<file path="config.mk">
export PLATFORM = sky130hd
export DESIGN_NAME = mpdcch_gold_scrambler_core
export DESIGN_NICKNAME = d
export VERILOG_FILES = /design/src/rtl/core/mgs_pkg.sv /design/src/rtl/core/mgs_div.sv /design/src/rtl/core/mpdcch_gold_scrambler_core.sv
export SDC_FILE = /design/constraint.sdc
export NUM_CORES = 1
export LEC_CHECK = 0
export BUFFER_PORTS_ARGS = -buffer_cell sky130_fd_sc_hd__clkbuf_2
export CAP_MARGIN = 40
export CORE_MARGIN = 3
export CORE_UTILIZATION = 55
export DETAILED_ROUTE_END_ITERATION = 6
export PLACE_DENSITY = 0.75
export SKIP_CTS_REPAIR_TIMING = 1
export SLEW_MARGIN = 20
export SYNTH_ARGS = -nofsm -noshare
export SYNTH_HDL_FRONTEND = slang
export SYNTH_SLANG_ARGS = --single-unit
</file>
<file path="constraint.sdc">
create_clock -name clk -period 3.92 [get_ports clk]
set_input_delay 0.196 -clock clk [delete_from_list [all_inputs] [get_ports clk]]
set_output_delay 0.196 -clock clk [all_outputs]
set_load 0.01 [all_outputs]
</file>
<file path="src/rtl/core/mgs_pkg.sv">
package mgs_pkg;

  // sequence warm-up length and counter width
  localparam int unsigned WarmupSteps = 1600;
  localparam int unsigned WarmW       = $clog2(WarmupSteps);

  // divider operand widths
  localparam int unsigned DivW  = 12;
  localparam int unsigned DsrW  = 4;
  localparam int unsigned DivCw = $clog2(DivW);

  localparam logic [DsrW-1:0] Ten       = 4'd10;
  localparam logic [DsrW-1:0] NaccOne   = 4'd1;
  localparam logic [DsrW-1:0] NaccFdd   = 4'd4;
  localparam logic [DsrW-1:0] NaccTdd   = 4'd10;
  localparam logic [10:0]     IdeltaTdd = 11'd8;

  // configuration register indexes
  typedef enum logic [1:0] {
    REG_SCRAMBLING_ID   = 2'd0,
    REG_START_SUBFRAME  = 2'd1,
    REG_COVERAGE_MODE_B = 2'd2,
    REG_TDD_FRAME       = 2'd3
  } reg_index_t;

  typedef enum logic [2:0] {
    ST_IDLE,
    ST_DIV_J0,
    ST_DIV_J,
    ST_DIV_MOD,
    ST_WARM,
    ST_EMIT
  } state_t;

  // requests to and status from the shared divider
  typedef struct packed {
    logic            start;
    logic [DivW-1:0] dividend;
    logic [DsrW-1:0] divisor;
  } div_req_t;

  typedef struct packed {
    logic            done;
    logic [DivW-1:0] quotient;
    logic [DsrW-1:0] remainder;
  } div_stat_t;

  // one step of the first register: x1(n+31) = x1(n+3) ^ x1(n)
  function automatic logic [30:0] step_first(input logic [30:0] a);
    return {a[3] ^ a[0], a[30:1]};
  endfunction

  // one step of the second register: taps at 3, 2, 1 and 0
  function automatic logic [30:0] step_second(input logic [30:0] b);
    return {b[3] ^ b[2] ^ b[1] ^ b[0], b[30:1]};
  endfunction

endpackage

</file>
<file path="src/rtl/core/mgs_div.sv">
module mgs_div
  import mgs_pkg::*;
(
  input  logic      clk,
  input  logic      rst,
  input  div_req_t  req,
  output div_stat_t stat
);

  logic            running;
  logic            done;
  logic [DivCw-1:0] count;
  logic [DivW-1:0] quo;
  logic [DsrW-1:0] rem;
  logic [DsrW-1:0] dsr;

  logic [DsrW:0]   trial;
  logic            ge;
  logic [DsrW:0]   diff;

  // restoring step: one quotient bit per cycle
  always_comb begin
    trial = {rem, quo[DivW-1]};
    ge    = trial >= {1'b0, dsr};
    diff  = trial - {1'b0, dsr};
  end

  // advance the iteration and flag the cycle after the last bit
  always_ff @(posedge clk) begin
    if (rst) begin
      running <= 1'b0;
      done    <= 1'b0;
      count   <= '0;
    end else begin
      done <= 1'b0;
      if (req.start) begin
        running <= 1'b1;
        count   <= '0;
      end else if (running) begin
        if (count == DivCw'(DivW - 1)) begin
          running <= 1'b0;
          done    <= 1'b1;
        end
        count <= count + 1'b1;
      end
    end
  end

  // hold operands and partial results
  always_ff @(posedge clk) begin
    if (req.start) begin
      quo <= req.dividend;
      rem <= '0;
      dsr <= req.divisor;
    end else if (running) begin
      quo <= {quo[DivW-2:0], ge};
      rem <= ge ? diff[DsrW-1:0] : trial[DsrW-1:0];
    end
  end

  assign stat.done      = done;
  assign stat.quotient  = quo;
  assign stat.remainder = rem;

endmodule

</file>
<file path="src/rtl/core/mpdcch_gold_scrambler_core.sv">
// Gold sequence scrambler, one coded bit per input word. A word without
// block_start is scrambled and handed to the output register in the cycle it
// is accepted, so steady flow runs at one bit per cycle while the output is
// not stalled. A word with block_start reseeds the sequence: three passes of
// the shared shift-subtract divider (offset, block index, modulo ten; twelve
// quotient bits each, then a done strobe), then 1600 steps of register
// warm-up at one step per cycle, then the emit state, which loads the result
// once the output register is free. in_ready is low through the reseed and
// also while the output register stays full.
// Configuration is taken at any time on the cfg port but should be written
// only while idle.
module mpdcch_gold_scrambler_core
  import mgs_pkg::*;
(
  input  logic       clk,
  input  logic       rst,
  input  logic       in_valid,
  output logic       in_ready,
  input  logic       coded_bit,
  input  logic [9:0] subframe,
  input  logic       block_start,
  output logic       out_valid,
  input  logic       out_ready,
  output logic       scrambled_bit,
  input  logic       cfg_valid,
  output logic       cfg_ready,
  input  logic [1:0] cfg_index,
  input  logic [9:0] cfg_data
);

  state_t state, state_next;

  logic [8:0]  scrambling_id;
  logic [9:0]  start_subframe;
  logic        coverage_mode_b;
  logic        tdd_frame;

  logic [30:0] first_lfsr;
  logic [30:0] second_lfsr;
  logic [WarmW-1:0] warm_cnt;
  logic        hold_bit;
  logic [9:0]  hold_sf;
  logic [10:0] j0;

  logic        in_acc;
  logic        out_free;
  logic        seq_bit;
  logic [DsrW-1:0] nacc;
  logic [10:0] idelta;
  logic [10:0] jsum;
  logic [DivW-1:0] prod;
  logic [9:0]  sf_diff;

  div_req_t  dreq;
  div_stat_t dstat;

  assign cfg_ready = 1'b1;
  assign out_free  = !out_valid || out_ready;
  assign in_ready  = (state == ST_IDLE) && out_free;
  assign in_acc    = in_valid && in_ready;
  assign seq_bit   = first_lfsr[0] ^ second_lfsr[0];

  // write configuration registers
  always_ff @(posedge clk) begin
    if (rst) begin
      scrambling_id   <= '0;
      start_subframe  <= '0;
      coverage_mode_b <= 1'b0;
      tdd_frame       <= 1'b0;
    end else if (cfg_valid) begin
      unique case (reg_index_t'(cfg_index))
        REG_SCRAMBLING_ID:   scrambling_id   <= cfg_data[8:0];
        REG_START_SUBFRAME:  start_subframe  <= cfg_data;
        REG_COVERAGE_MODE_B: coverage_mode_b <= cfg_data[0];
        REG_TDD_FRAME:       tdd_frame       <= cfg_data[0];
        default: ;
      endcase
    end
  end

  // accumulation length, offset and divider operands
  always_comb begin
    nacc   = coverage_mode_b ? (tdd_frame ? NaccTdd : NaccFdd) : NaccOne;
    idelta = (coverage_mode_b && tdd_frame) ? IdeltaTdd : 11'd0;
    sf_diff = hold_sf - start_subframe;
    jsum   = j0 + dstat.quotient[10:0];
    case (nacc)
      NaccFdd: prod = {jsum[9:0], 2'b00};
      NaccTdd: prod = {jsum, 1'b0} + {jsum[8:0], 3'b000};
      default: prod = {1'b0, jsum};
    endcase
  end

  // feed the shared divider
  always_comb begin
    dreq.start    = 1'b0;
    dreq.dividend = '0;
    dreq.divisor  = nacc;
    unique case (state)
      ST_IDLE: begin
        dreq.start    = in_acc && block_start;
        dreq.dividend = {1'b0, {1'b0, start_subframe} + idelta};
      end
      ST_DIV_J0: begin
        dreq.start    = dstat.done;
        dreq.dividend = {2'b00, sf_diff};
      end
      ST_DIV_J: begin
        dreq.start    = dstat.done;
        dreq.dividend = prod;
        dreq.divisor  = Ten;
      end
      default: ;
    endcase
  end

  mgs_div u_div (
    .clk  (clk),
    .rst  (rst),
    .req  (dreq),
    .stat (dstat)
  );

  // next state
  always_comb begin
    state_next = state;
    unique case (state)
      ST_IDLE:    if (in_acc && block_start) state_next = ST_DIV_J0;
      ST_DIV_J0:  if (dstat.done) state_next = ST_DIV_J;
      ST_DIV_J:   if (dstat.done) state_next = ST_DIV_MOD;
      ST_DIV_MOD: if (dstat.done) state_next = ST_WARM;
      ST_WARM:    if (warm_cnt == WarmW'(WarmupSteps - 1)) state_next = ST_EMIT;
      ST_EMIT:    if (out_free) state_next = ST_IDLE;
      default:    state_next = ST_IDLE;
    endcase
  end

  always_ff @(posedge clk) begin
    if (rst) state <= ST_IDLE;
    else     state <= state_next;
  end

  // sequence registers: reseed, warm up, advance per emitted word
  always_ff @(posedge clk) begin
    if (rst) begin
      first_lfsr  <= 31'd1;
      second_lfsr <= '0;
    end else if ((state == ST_DIV_MOD) && dstat.done) begin
      first_lfsr  <= 31'd1;
      second_lfsr <= 31'({dstat.remainder, 9'd0}) + 31'(scrambling_id);
    end else if ((state == ST_WARM) || ((state == ST_EMIT) && out_free) ||
                 (in_acc && !block_start)) begin
      first_lfsr  <= step_first(first_lfsr);
      second_lfsr <= step_second(second_lfsr);
    end
  end

  // hold each accepted word, intermediate results and the warm-up count
  always_ff @(posedge clk) begin
    if (in_acc) begin
      hold_bit <= coded_bit;
      hold_sf  <= subframe;
    end
    if ((state == ST_DIV_J0) && dstat.done) j0 <= dstat.quotient[10:0];
    if (state == ST_WARM) warm_cnt <= warm_cnt + 1'b1;
    else                  warm_cnt <= '0;
  end

  // output register
  always_ff @(posedge clk) begin
    if (rst) begin
      out_valid <= 1'b0;
    end else if ((in_acc && !block_start) || ((state == ST_EMIT) && out_free)) begin
      out_valid <= 1'b1;
    end else if (out_ready) begin
      out_valid <= 1'b0;
    end
  end

  always_ff @(posedge clk) begin
    if (in_acc && !block_start) scrambled_bit <= coded_bit ^ seq_bit;
    else if ((state == ST_EMIT) && out_free) scrambled_bit <= hold_bit ^ seq_bit;
  end

endmodule

</file>
==> results.ini, run 1 <==
[layout]
antenna-diode-count = 0
layout_commonest_cell = sky130_fd_sc_hd__nand2_1
nNetsFinal = 916
layout_common_cells = 146 x sky130_fd_sc_hd__nand2_1, 108 x sky130_fd_sc_hd__dfxtp_1, 93 x sky130_fd_sc_hd__nor2_1
finalCoreUtilization_pct = 65.3
syn2layout_area_growth_pct = 14.9
drive_above_1_share_pct = 11.2

[die]
core_region_area_sq_um = 12800
row_count = 41
initial_core_util_pct = 56.8
boundaryPins = 33
die_h_microns = 121
fp.dieArea_sq_um = 14600
die_x_microns = 121

[placement]
dpl.hpwl_mm = 11.0
dpl_worst_slack_ns = 0.127
placement.io_buffers = 31
gpl.final_weighted_congestion = 0.902

[clocking]
cts-buffers-inserted = 17
clock_latency_ns = 0.43
cts_root_buffer = sky130_fd_sc_hd__clkbuf_16
cts.htree.levels = 4
cts-root-to-sink-buffers = 2
cts_num_sinks = 146
cts_tree = yes
clk_pin_slew_worst_paths_ns = 0.06

[power]
vdd_ir_drop_max_mv = 0.330
static-leakage-power_uw = 0.00316
power.density_cell_area_nw_per_um2 = 481
cellInternalPower_uw = 2870
power.clock.fraction_pct = 38.5
total_switching_power_uw = 1140
power.switching_fraction_pct = 28.5
power.share.sequential_pct = 41.7
power.combinational.fraction_pct = 19.9

[route]
drt_iter0_markers = 504
drc = 0
route.detailed.vias_per_inst = 5.70
wl_per_cell_microns = 15.3
route.vias.total = 5879
wirelength_mm = 15.8
detail_route.first_pass.iterations = 5
route.antenna.remaining_nets = 0

[synth]
syn_inst = 812
yosys_most_used_dff = sky130_fd_sc_hd__dfxtp_1
syn-num-nets = 880
async_reset_ff_share_pct = 0
yosys-top-cells-area = sky130_fd_sc_hd__dfxtp_1 30%, sky130_fd_sc_hd__edfxtp_1 16%, sky130_fd_sc_hd__nand2_1 7.6%
synth.cell_area_sq_um = 7250
post_synth.cell_area_avg_sq_um = 8.93
netlist-cell-type-count = 62
synth.yosys.seq_area_share_pct = 45.5
synth.top_cell.area_share_pct = 29.8
synth.largest_area_cell = sky130_fd_sc_hd__dfxtp_1
ys.warnings.count = 0
synth_seq_cells = 146
count_of_flip_flops_with_a_built_in_enable_after_synthesis = 38

[min_path]
hold_path.startpoint = rst
hold_path_class = input pin to register

[setup_path]
cp_data_required_time_ns = 4.10
crit_path_end_kind = register
worst_setup_path_start_kind = register
critPathLaunch = u_div.quo[0]
setup.worst_path.class = register to register
crit_path_max_fanout = 3
worstReg2RegStart = u_div.quo[0]
worst-endpoint-arrival_ns = 3.91

[flow_run]
drv_cap = 0

[global_routing]
grt_first_pass_wirelength_mm = 26.0
globalRouteOverflowTotal = 0
number_of_global_route_vias_before_repair = 5453
antenna_found_initial = 0
grt_start_max_net_pins = 50
grt_use_total_pct = 22.4

[sta]
clock-skew-final_ns = 0.00892
min_period_over_period_pct = 95.3
setup_slack_ns = 0.186
maxSlewViolCount = 0
final.min_clock_period_ns = 3.73
worst-slew-pin-transition_ns = 0.808
finalSetupViolCount = 0
maxSlewHeadroom_pct = 45.9
hold_violations = 0
fmax_mhz = 268

[status]
status = completed

==> flip-flops by register name (all words and copies together) (netlist names) <==
name / count
start_subframe: 10
tdd_frame: 1
u_div.count: 4
state: 3
hold_bit: 1
coverage_mode_b: 1
scrambled_bit: 1
u_div.dsr: 3
out_valid: 1
u_div.running: 1
first_lfsr: 31
scrambling_id: 9
hold_sf: 10
j0: 11
warm_cnt: 11
second_lfsr: 31
u_div.rem: 4
u_div.quo: 12
u_div.done: 1
==> per-layer routing <==
metal | vias up | share of wire [%] | track usage (%)
li1 | 2900 | - | -
met1 | 2761 | 46 | 30.7
met2 | 188 | 46 | 34.4
met3 | 30 | 6.8 | 5.33
met4 | 0 | 1.9 | 8.43
met5 | - | 0 | 0
==> worst paths after layout <==
path              cells after the start              end  slack (ns)
setup / recovery                     14    u_div.quo[11]        0.19
hold / removal                        2        tdd_frame        0.02
setup reg to reg                     14    u_div.quo[11]        0.19
hold reg to reg                       2  second_lfsr[22]        0.45
==> cell families after synthesis <==
logic type | Yosys count | share of synthesized area [%]
DFF | 146 | 45.5
xor gates and xnor gates | 47 | 5.88
AOI/OAI and AO/OA | 167 | 14.7
and+or+nand+nor | 310 | 18.4
muxes | 31 | 4.30
other | 1 | 0.0517
adders and majority gates | 39 | 7.14
buffers and inverters | 71 | 3.95
==> power groups by stage <==
stage	registers [uW]	logic, uW	clock network, uW
6_report	1670	798	1540
5_1_grt	1680	884	1630
4_1_cts	1670	766	1570
3_5_place_dp	1700	759	0
3_3_place_gp	1700	719	0
2_1_floorplan	1680	584	0
==> synthesized netlist by cell type, types with 3 or more instances <==
cell type,count
sky130_fd_sc_hd__nand3b_1,4
sky130_fd_sc_hd__dfxtp_1,108
sky130_fd_sc_hd__o21a_1,3
sky130_fd_sc_hd__or3_1,6
sky130_fd_sc_hd__fa_1,4
sky130_fd_sc_hd__and2_1,4
sky130_fd_sc_hd__nor4b_1,3
sky130_fd_sc_hd__o21ai_0,16
sky130_fd_sc_hd__nand4_1,4
sky130_fd_sc_hd__a21oi_1,77
sky130_fd_sc_hd__and3_1,5
sky130_fd_sc_hd__a21o_1,10
sky130_fd_sc_hd__a222oi_1,3
sky130_fd_sc_hd__mux2i_1,30
sky130_fd_sc_hd__xor2_1,18
sky130_fd_sc_hd__inv_1,27
sky130_fd_sc_hd__a311oi_1,14
sky130_fd_sc_hd__nor2_1,94
sky130_fd_sc_hd__a31oi_1,7
sky130_fd_sc_hd__buf_2,5
sky130_fd_sc_hd__edfxtp_1,38
sky130_fd_sc_hd__buf_1,3
sky130_fd_sc_hd__nand2_1,147
sky130_fd_sc_hd__ha_1,35
sky130_fd_sc_hd__o221ai_1,4
sky130_fd_sc_hd__nor3_1,7
sky130_fd_sc_hd__nor2b_1,5
sky130_fd_sc_hd__nor4_1,6
sky130_fd_sc_hd__a211oi_1,9
sky130_fd_sc_hd__a221oi_1,4
sky130_fd_sc_hd__nand3_1,14
sky130_fd_sc_hd__xnor2_1,27
sky130_fd_sc_hd__nand2b_1,5
sky130_fd_sc_hd__clkbuf_1,32
==> critical path: stages (launching register included) <==
cell,delay (ns)
sky130_fd_sc_hd__edfxtp_1,0.39
sky130_fd_sc_hd__ha_1,0.23
sky130_fd_sc_hd__fa_2,0.37
sky130_fd_sc_hd__a21o_1,0.18
sky130_fd_sc_hd__a22o_1,0.25
sky130_fd_sc_hd__nor2_2,0.18
sky130_fd_sc_hd__xnor2_1,0.17
sky130_fd_sc_hd__ha_1,0.28
sky130_fd_sc_hd__o21a_1,0.11
sky130_fd_sc_hd__o31a_1,0.13
sky130_fd_sc_hd__or4_1,0.40
sky130_fd_sc_hd__a31oi_1,0.21
sky130_fd_sc_hd__xor2_1,0.19
sky130_fd_sc_hd__xnor2_1,0.09
sky130_fd_sc_hd__a221o_1,0.32
==> through the flow <==
step / setup TNS, ns / hold WS [ns] / area (sq um) / std cells / power, uW
after floorplan: 0 / 0.295 / 7250 / 812 / 2260
after global placement: 0 / 0.373 / 7550 / 983 / 2420
after detailed placement: 0 / 0.375 / 7610 / 987 / 2460
after CTS: 0 / -0.0682 / 8170 / 1018 / 4000
after global routing: -0.0115 / 0.0151 / 8340 / 1032 / 4200
final: 0 / 0.0157 / 8340 / 1032 / 4010
==> layout make-up <==
cell class | instances | area [sq um]
Fill cell | 1028 | 4440
Sequential cell | 146 | 3300
Clock buffer | 19 | 454
Inverter | 29 | 109
Clock inverter | 12 | 105
Tap cell | 172 | 215
Timing Repair Buffer | 59 | 443
Multi-Input combinational cell | 595 | 3710
Power figures use the tool's default switching activity.
==> run 2, diff against run 1 <==
ABC_AREA = 1   (was default)
CORE_ASPECT_RATIO = 0.9   (was default)
RECOVER_POWER = 100   (was default)
==> run 2 against run 1 <==
  * The run now ends with capacitance limit left
  * Critical path depth down 5
  * Cell area rose by 0.33%
  * Largest power group unchanged
  * Worst hold slack gained 0.051 ns
  * Fmax up 9.1%
  * Critical path type unchanged
  * Power grew 13%
  * Synthesized cell count rose by 18%
==> results.ini, run 2 <==
[global_routing]
grt_start_max_net_pins = 36
globalRouteOverflowTotal = 0
number_of_global_route_vias_before_repair = 5768
grt_use_total_pct = 22.8
grt_first_pass_wirelength_mm = 27.6
antenna_found_initial = 0

[synth]
syn_inst = 960
synth.cells.most_frequent = 170 x sky130_fd_sc_hd__nand2_1, 132 x sky130_fd_sc_hd__nor2_1, 108 x sky130_fd_sc_hd__dfxtp_1
synth.largest_area_cell = sky130_fd_sc_hd__dfxtp_1
synth.top_cell.area_share_pct = 28.9
netlist-cell-type-count = 46
yosys-top-cells-area = sky130_fd_sc_hd__dfxtp_1 29%, sky130_fd_sc_hd__edfxtp_1 15%, sky130_fd_sc_hd__nand2_1 8.5%
async_reset_ff_share_pct = 0
ys.warnings.count = 0
synth_seq_cells = 146
synth.yosys.seq_area_share_pct = 44.1
post_synth.cell_area_avg_sq_um = 7.80
synth.cell_area_sq_um = 7480
yosysMostFrequentCell = sky130_fd_sc_hd__nand2_1
count_of_flip_flops_with_a_built_in_enable_after_synthesis = 38
yosys_most_used_dff = sky130_fd_sc_hd__dfxtp_1
syn-num-nets = 1028

[clocking]
cts_root_buffer = sky130_fd_sc_hd__clkbuf_16
cts-root-to-sink-buffers = 2
clk_pin_slew_worst_paths_ns = 0.06
cts-buffers-inserted = 17
cts.htree.levels = 4
clock_latency_ns = 0.42
cts_tree = yes
cts_num_sinks = 146

[layout]
drive_above_1_share_pct = 7.65
largest_registers = first_lfsr x31, second_lfsr x31, u_div.quo x12
syn2layout_area_growth_pct = 11.7
layout_commonest_cell = sky130_fd_sc_hd__nand2_1
finalCoreUtilization_pct = 64.4
nNetsFinal = 1061
antenna-diode-count = 0
layout_common_cells = 172 x sky130_fd_sc_hd__nand2_1, 137 x sky130_fd_sc_hd__nor2_1, 108 x sky130_fd_sc_hd__dfxtp_1

[route]
drc = 0
wl_per_cell_microns = 14.1
route.vias.total = 6365
route.antenna.remaining_nets = 0
route.detailed.vias_per_inst = 5.44
drt_iter0_markers = 451
detail_route.first_pass.iterations = 5
wirelength_mm = 16.5

[flow_run]
drv_cap = 1

[power]
vdd_ir_drop_max_mv = 0.381
static-leakage-power_uw = 0.00350
total_power_uw = 4530
power.density_cell_area_nw_per_um2 = 542

[setup_path]
critical_path.endpoint = u_div.quo[6]
regToRegEndpoint = u_div.quo[6]
setup.reg_to_reg.worst_slack_ns = 0.50
crit_path_end_kind = register
worst-endpoint-arrival_ns = 3.49
worst-r2r-cell-count = 9
worst_setup_path_start_kind = register
setup.worst_path.class = register to register
critPathLaunch = state[0]
worstReg2RegStart = state[0]
cp_data_required_time_ns = 3.99
crit_path_max_fanout = 15

[min_path]
hold_path_class = input pin to register

[sta]
hold_violations = 0
maxSlewHeadroom_pct = 0.623
clock-skew-final_ns = 0.00895
final.min_clock_period_ns = 3.42
min_period_over_period_pct = 87.3
worst-slew-pin-transition_ns = 1.49
setup_slack_ns = 0.497
rsz0062_at_grt = no
fmax_mhz = 292
maxSlewViolCount = 0
finalSetupViolCount = 0
total_negative_slack_for_setup_checks_ns = 0

[die]
die_h_microns = 117
die_x_microns = 129
fp.dieArea_sq_um = 15000
core_region_area_sq_um = 13000
row_count = 39
initial_core_util_pct = 57.7
boundaryPins = 33

[placement]
dpl_worst_slack_ns = 0.717
placement.io_buffers = 31
gpl.final_weighted_congestion = 0.956
dpl.hpwl_mm = 11.6

[status]
failed_checks = capacitance limit
status = finished with violations

==> run 2: cell count changes after synthesis, sizes merged, moves of 7 or more <==
cell    before  now
a21o        10    3
o21ai       16   82
a31oi        8   15
a21oi       77   84
xnor2       29    8
mux2i       30    1
nand3       14   80
inv         29   91
clkbuf      33   18
nor2        94  139
a311oi      14    0
a211oi       9    0
nand2      147  174
xor2        18   11
==> run 2: cell type report <==
type / instances / area (sq um)
clock buffers: 18 / 450
clock inverters: 14 / 164
fillers: 1117 / 4620
inverters: 93 / 352
multi-input cells: 689 / 3610
flip-flops and latches: 146 / 3300
well taps: 164 / 205
repair buffers: 46 / 282
==> run 2: logic make-up (layout without fill, tap and decap cells) <==
group / Yosys count / count (layout) / share of synthesized area (%)
flip-flops: 146 / 146 / 44.1
adder cells (fa/ha/maj): 39 / 39 / 6.92
buffers and inverters: 125 / 171 / 6.92
AND/OR/NAND/NOR: 428 / 428 / 25.1
AO/OA/AOI/OAI: 201 / 201 / 14.5
other: 1 / 1 / 0.0501
XOR/XNOR: 19 / 19 / 2.22
multiplexers: 1 / 1 / 0.134
==> run 2: per-stage QoR <==
step / hold WS, ns / instance area (sq um) / std cells
2_1_floorplan: 0.295 / 7480 / 960
3_3_place_gp: 0.373 / 7700 / 1126
3_5_place_dp: 0.375 / 7720 / 1127
4_1_cts: -0.0693 / 8330 / 1159
5_1_grt: 0.0886 / 8360 / 1170
6_report: 0.0670 / 8360 / 1170
==> run 2: critical path, stage by stage, from the launching register on <==
cell	delay (ns)
sky130_fd_sc_hd__dfxtp_1	0.41
sky130_fd_sc_hd__inv_1	0.12
sky130_fd_sc_hd__nor3_4	0.27
sky130_fd_sc_hd__inv_1	0.20
sky130_fd_sc_hd__nor2_1	0.98
sky130_fd_sc_hd__nor2_1	0.24
sky130_fd_sc_hd__nand2_2	0.14
sky130_fd_sc_hd__inv_1	0.20
sky130_fd_sc_hd__nand2_1	0.12
sky130_fd_sc_hd__clkbuf_2	0.38
==> run 2: how the worst min path moves through the flow <==
stage / to / slack, ns / startpoint / cells past startpoint
2_1_floorplan: hold_bit / 0.29 / coded_bit / 0
3_3_place_gp: hold_sf[6] / 0.37 / subframe[6] / 1
3_5_place_dp: hold_sf[8] / 0.37 / subframe[8] / 1
4_1_cts: hold_sf[8] / -0.07 / subframe[8] / 1
5_1_grt: scrambling_id[1] / 0.09 / cfg_data[1] / 3
6_report: scrambling_id[5] / 0.07 / cfg_data[5] / 3
==> run 2: per-layer routing <==
metal	global-route usage, %	wire [microns]	vias to the layer above
met1	33.7	8170	2899
met3	5.03	854	22
met4	7.00	219	0
met2	33.5	7280	154
li1	-	-	3290
met5	0	0	-
==> run 2: report_power, final <==
part	switching, uW	total, uW	internal, uW
clock network	684	1680	999
logic	694	1090	396
registers	76.9	1760	1680
total	1450	4530	3080
